==> config.mk <==
export PLATFORM = sky130hd
export DESIGN_NAME = tpflr_ctrl
export DESIGN_NICKNAME = d
export VERILOG_FILES = /design/src/rtl/core/tpflr_pkg.sv /design/src/rtl/core/tpflr_ctrl.sv
export SDC_FILE = /design/constraint.sdc
export NUM_CORES = 1
export LEC_CHECK = 0
export ABC_AREA = 1
export BUFFER_PORTS_ARGS = -buffer_cell sky130_fd_sc_hd__buf_2
export CAP_MARGIN = 20
export CORE_MARGIN = 3
export CORE_UTILIZATION = 28
export DETAILED_ROUTE_END_ITERATION = 12
export PLACE_DENSITY_LB_ADDON = 0.1
export SLEW_MARGIN = 40
export SYNTH_ARGS = -nofsm -noshare
export SYNTH_HDL_FRONTEND = slang
export SYNTH_SLANG_ARGS = --single-unit
==> constraint.sdc <==
create_clock -name clk_i -period 1.1 [get_ports clk_i]
set_input_delay 0.055 -clock clk_i [delete_from_list [all_inputs] [get_ports clk_i]]
set_output_delay 0.055 -clock clk_i [all_outputs]
set_load 0.01 [all_outputs]
==> src/rtl/core/tpflr_pkg.sv <==
// Shared types, constants and control structures for the three-port RAM.
`default_nettype none

package tpflr_pkg;

  localparam int unsigned ADDR_BITS_DEF = 16;
  localparam int unsigned LAT_W         = 4;
  localparam int unsigned START_W       = 8;
  localparam int unsigned BASE_W        = 16;
  localparam int unsigned FADDR_W       = 16;
  localparam int unsigned DATA_W        = 32;
  localparam int unsigned NUM_PORTS     = 3;
  localparam int unsigned NUM_BANKS     = 4;
  localparam int unsigned BYTE_W        = 8;
  localparam int unsigned CFG_IDX_W     = 2;

  typedef logic [CFG_IDX_W-1:0] cfg_idx_t;
  localparam cfg_idx_t CFG_ACCESS_LATENCY = 2'd0;
  localparam cfg_idx_t CFG_STARTUP_TICKS  = 2'd1;
  localparam cfg_idx_t CFG_SECOND_BASE    = 2'd2;

  localparam logic [LAT_W-1:0]   LAT_RST   = 4'd9;
  localparam logic [START_W-1:0] START_RST = 8'd10;
  localparam logic [BASE_W-1:0]  BASE_RST  = 16'h0100;

  localparam logic FUNC_READ = 1'b1;

  typedef logic [1:0] port_idx_t;
  localparam port_idx_t PORT_DATA  = 2'd0;
  localparam port_idx_t PORT_INST1 = 2'd1;
  localparam port_idx_t PORT_INST2 = 2'd2;

  typedef enum logic [2:0] {
    ST_CLEAR,
    ST_IDLE,
    ST_PORT,
    ST_CAPTURE,
    ST_FINISH
  } tpflr_state_e;

  typedef struct packed {
    logic      clear;
    logic      accept;
    logic      mem_rd;
    logic      mem_wr;
    logic      capture;
    logic      load_out;
    port_idx_t port;
  } tpflr_cmd_t;

  typedef struct packed {
    logic                 clr_last;
    logic [NUM_PORTS-1:0] done;
    logic [NUM_PORTS-1:0] func;
    logic                 out_free;
  } tpflr_sts_t;

endpackage

`default_nettype wire

==> src/rtl/core/tpflr_ctrl.sv <==
// Sequencer: clearing pass, tick acceptance, per-port memory accesses, result hand-off.
`default_nettype none

module tpflr_ctrl (
  input  wire logic                 clk_i,
  input  wire logic                 rst_ni,
  input  wire logic                 in_valid_i,
  output logic                      in_stall_o,
  input  wire tpflr_pkg::tpflr_sts_t sts_i,
  output tpflr_pkg::tpflr_cmd_t     cmd_o
);
  import tpflr_pkg::*;

  tpflr_state_e state_q, state_d;
  port_idx_t    idx_q, idx_d;

  always_ff @(posedge clk_i or negedge rst_ni) begin
    if (!rst_ni) begin
      state_q <= ST_CLEAR;
      idx_q   <= PORT_DATA;
    end else begin
      state_q <= state_d;
      idx_q   <= idx_d;
    end
  end

  always_comb begin
    state_d    = state_q;
    idx_d      = idx_q;
    in_stall_o = 1'b1;
    cmd_o      = '0;
    cmd_o.port = idx_q;
    case (state_q)
      ST_CLEAR: begin
        cmd_o.clear = 1'b1;
        if (sts_i.clr_last) begin
          state_d = ST_IDLE;
        end
      end
      ST_IDLE: begin
        in_stall_o = 1'b0;
        if (in_valid_i) begin
          cmd_o.accept = 1'b1;
          idx_d        = PORT_DATA;
          state_d      = ST_PORT;
        end
      end
      ST_PORT: begin
        if (sts_i.done[idx_q] && (sts_i.func[idx_q] == FUNC_READ)) begin
          cmd_o.mem_rd = 1'b1;
          state_d      = ST_CAPTURE;
        end else begin
          cmd_o.mem_wr = sts_i.done[idx_q];
          if (idx_q == PORT_INST2) begin
            state_d = ST_FINISH;
          end else begin
            idx_d = idx_q + 2'd1;
          end
        end
      end
      ST_CAPTURE: begin
        cmd_o.capture = 1'b1;
        if (idx_q == PORT_INST2) begin
          state_d = ST_FINISH;
        end else begin
          idx_d   = idx_q + 2'd1;
          state_d = ST_PORT;
        end
      end
      ST_FINISH: begin
        if (sts_i.out_free) begin
          cmd_o.load_out = 1'b1;
          state_d        = ST_IDLE;
        end
      end
      default: begin
        state_d = ST_IDLE;
      end
    endcase
  end

endmodule

`default_nettype wire

==> metrics.log <==
INFO  metric run_status = complete, but fails checks
INFO  metric violations = negative setup slack
INFO  metric crit_path_start_kind = flop
INFO  metric internal_power = 1.79 mW
INFO  metric routed_wirelength = 1590 um
INFO  metric nNetsFinal = 137
INFO  metric placeableCoreArea = 1370 um2
INFO  metric max-cap-violations = 0
INFO  metric grt_first_pass_wirelength = 2380 um
INFO  metric timing_worst_slew_pin_value = 0.233 ns
INFO  metric drt-initial-drc-count = 2
INFO  metric place_hpwl = 998 um
INFO  metric max_slew_violations = 0
INFO  metric gp_routability_congestion = 0.750
INFO  metric cellLeakagePower = 0.537 nW
INFO  metric yosysWarnings = 0
INFO  metric cp_cell_sequence = nor2_4 > inv_2 > nor2_4 > buf_6 > nand2_2 > nor2_1 > buf_2
INFO  metric die_h = 45.0 um
INFO  metric aggregate_global_route_resource_usage = 0.160
INFO  metric synth.area.top_cells = sky130_fd_sc_hd__dfrtp_1 29%, sky130_fd_sc_hd__nand2_1 20%, sky130_fd_sc_hd__nand3_1 12%
INFO  metric synthDominantAreaCellType = sky130_fd_sc_hd__dfrtp_1
INFO  metric power-per-cell-area = 3080 nW/um2
INFO  metric cell_area_synth = 425 um2
INFO  metric timing.critical_path.fanout_max = 3
INFO  metric path_common_cell = sky130_fd_sc_hd__nor2_4
INFO  metric path_class = flop to output pin
INFO  metric netlist_instances = 70
INFO  metric clk_latency = 0.24 ns
INFO  metric synth.top_cells.by_count = 23 x sky130_fd_sc_hd__nand2_1, 12 x sky130_fd_sc_hd__inv_1, 10 x sky130_fd_sc_hd__nand3_1
INFO  metric fin_ws = -0.274 ns
INFO  metric cts_max_level = 1
INFO  metric layout_worst_path_cycle_share = 1.25
INFO  metric power.combinational.fraction = 0.801
INFO  metric cts.path.max_buffers = 2
INFO  metric full_die_area = 2020 um2
INFO  metric vias = 645
INFO  metric seq_power_share = 0.133
INFO  metric critical_path.max_stage_delay = 0.43 ns
INFO  metric syn_to_final_growth = 140%
INFO  metric viasPerCell = 4.64
INFO  metric max-slew-margin-rel = 0.844
INFO  metric global_route.overflow_total = 0
INFO  metric crit_path_end_kind = output pin
INFO  metric fmaxAchievable = 728 MHz
INFO  metric finalHoldViolCount = 0
INFO  metric synth_most_common_cell = sky130_fd_sc_hd__nand2_1
INFO  metric ios = 20
INFO  metric remaining_drc_errors = 0
INFO  metric netSwitchingFraction = 0.433
INFO  metric num-fill-cells = 101
INFO  metric port_buffers = 19
INFO  metric num_antenna_cells = 0
INFO  metric largest_net_degree_at_the_start_of_global_routing = 7
INFO  metric drt-pass1-iter-count = 2
INFO  metric antenna_left = 0
INFO  metric clock_skew = 0.000681 ns
INFO  metric netSwitchingPower = 1.36 mW
INFO  metric clk_root_buffer_cell = sky130_fd_sc_hd__clkbuf_4
INFO  metric synth-edff-count = 0
INFO  metric synth_top_cell_area_share = 0.294
INFO  metric avg_wl_per_cell = 11.5 um
INFO  metric cts_sinks = 5
INFO  metric post-place-ws = -0.132 ns
INFO  metric finalCriticalPeriod = 1.37 ns
INFO  metric rows = 13
INFO  metric required = 1.04 ns
INFO  metric cp_data_arrival_time = 1.32 ns
INFO  metric power_frac_clock = 0.066
INFO  metric grt_antenna_before_repair = 0
INFO  metric postSynth.asyncResetShare = 1.00
INFO  metric cts_inserted_buffers = 3
INFO  metric cts_tree = built
INFO  metric post_synth_num_cell_types = 16
INFO  metric synthesis.area_per_instance = 6.08 um2
INFO  metric ir_worst_vdd = 1.47 mV
INFO  metric hold_class = primary input to async pin
INFO  metric cpMaxStageDelayCell = sky130_fd_sc_hd__dfrtp_2
INFO  metric rsz0062_at_grt = true
INFO  metric grt_pass1_vias = 587
INFO  metric setup_viol = 12
INFO  metric layout-drive-gt1-share = 0.718
INFO  metric synthFlopType = sky130_fd_sc_hd__dfrtp_1
INFO  metric initial_utilization = 0.311
INFO  metric die_wd = 45.0 um
INFO  metric synth_sequential_area_ratio = 0.294
INFO  metric timing.setup.tns = -2.66 ns
INFO  metric ys_ff_latch = 5
INFO  metric synth_nets = 82
INFO  metric worst_setup_hold_path_clk_slew = 0.04 ns
## layout make-up
class                      count  area, um2  share of cell area
clock buffer                   4       26.3              0.0257
inverter                      14       55.1              0.0539
multi-input combinational     51        392               0.384
sequential                     5        130               0.127
tap                           15       18.8              0.0184
timing repair buffer          50        399               0.391
## final timing paths
kind	end	cells past startpoint	slack (ns)	startpoint
hold reg to reg	idx_q[0]$_DFFE_PN0P_	3	0.65	idx_q[0]$_DFFE_PN0P_
max in group asynchronous	state_q[2]$_DFFE_PN0P_	2	0.81	rst_ni
min in group clk_i	state_q[2]$_DFFE_PN0P_	5	0.21	sts_i[7]
hold / removal	idx_q[1]$_DFFE_PN0P_	2	0.15	rst_ni
setup / recovery	cmd_o[4]	7	-0.27	state_q[2]$_DFFE_PN0P_
setup reg to reg	idx_q[1]$_DFFE_PN0P_	8	-0.27	state_q[2]$_DFFE_PN0P_
## flip-flops by register name (all words and copies together) (netlist names)
signal and count:
state_q 3, idx_q 2
## cell usage in the layout (no fill, tap or decap), drive strengths merged
master       count
nand2           23
a21oi            1
inv             14
o21ai            3
clkbuf           4
nor3             1
nand3           11
o22ai            1
nor2             9
or2              1
buf             49
dlygate4sd3      1
ha               1
dfrtp            5
## layer usage
layer	GRT usage	vias to the layer above	wire length, um
met2	0.268	11	871
met1	0.201	306	673
met4	0.0877	0	14
met3	0.0120	2	32
met5	0	-	0
li1	-	326	-
## power groups by stage
stage               logic (mW)  registers [mW]  clock network, mW
finish                    2.52           0.418              0.208
global placement          1.49           0.402                  0
floorplan                0.809           0.415                  0
CTS                       1.95           0.395              0.217
global route              2.72           0.429              0.238
detailed placement        1.49           0.400                  0
## kinds of logic (layout without fill, tap and decap cells)
family / Yosys count / count (layout) / synth area share
AO/OA/AOI/OAI: 5 / 5 / 0.0618
adder cells (fa/ha/maj): 1 / 1 / 0.0294
AND/OR/NAND/NOR: 45 / 45 / 0.491
flip-flops: 5 / 5 / 0.294
buffers and inverters: 14 / 68 / 0.124
## what timing repair did
item | in CTS | in global routing
resized for setup | 11 | 31
gates cloned | 0 | 0
hold buffers | 1 | 0
hold endpoints to repair | 5 | 0
pin swaps | 7 | 8
setup endpoints to repair | 12 | 12
setup buffers | 10 | 6
## stage by stage
| step | util | area (um2) | power, mW | hold slack [ns] | cells |
|---|---|---|---|---|---|
| after floorplan | - | 470 | 1.22 | -0.241 | 70 |
| after global placement | 0.510 | 697 | 1.89 | -0.129 | 119 |
| after detailed placement | 0.510 | 697 | 1.89 | -0.128 | 119 |
| after CTS | 0.623 | 851 | 2.56 | 0.144 | 133 |
| after global routing | 0.747 | 1020 | 3.39 | 0.165 | 139 |
| final | 0.747 | 1020 | 3.15 | 0.154 | 139 |
## critical path, delay by kind of cell (launching register included)
kind / cells / cell delay (ns)
and+or+nand+nor: 4 / 0.36
DFF: 1 / 0.43
buffers and inverters: 3 / 0.30
Note: power is estimated with default switching activity, not from simulation.
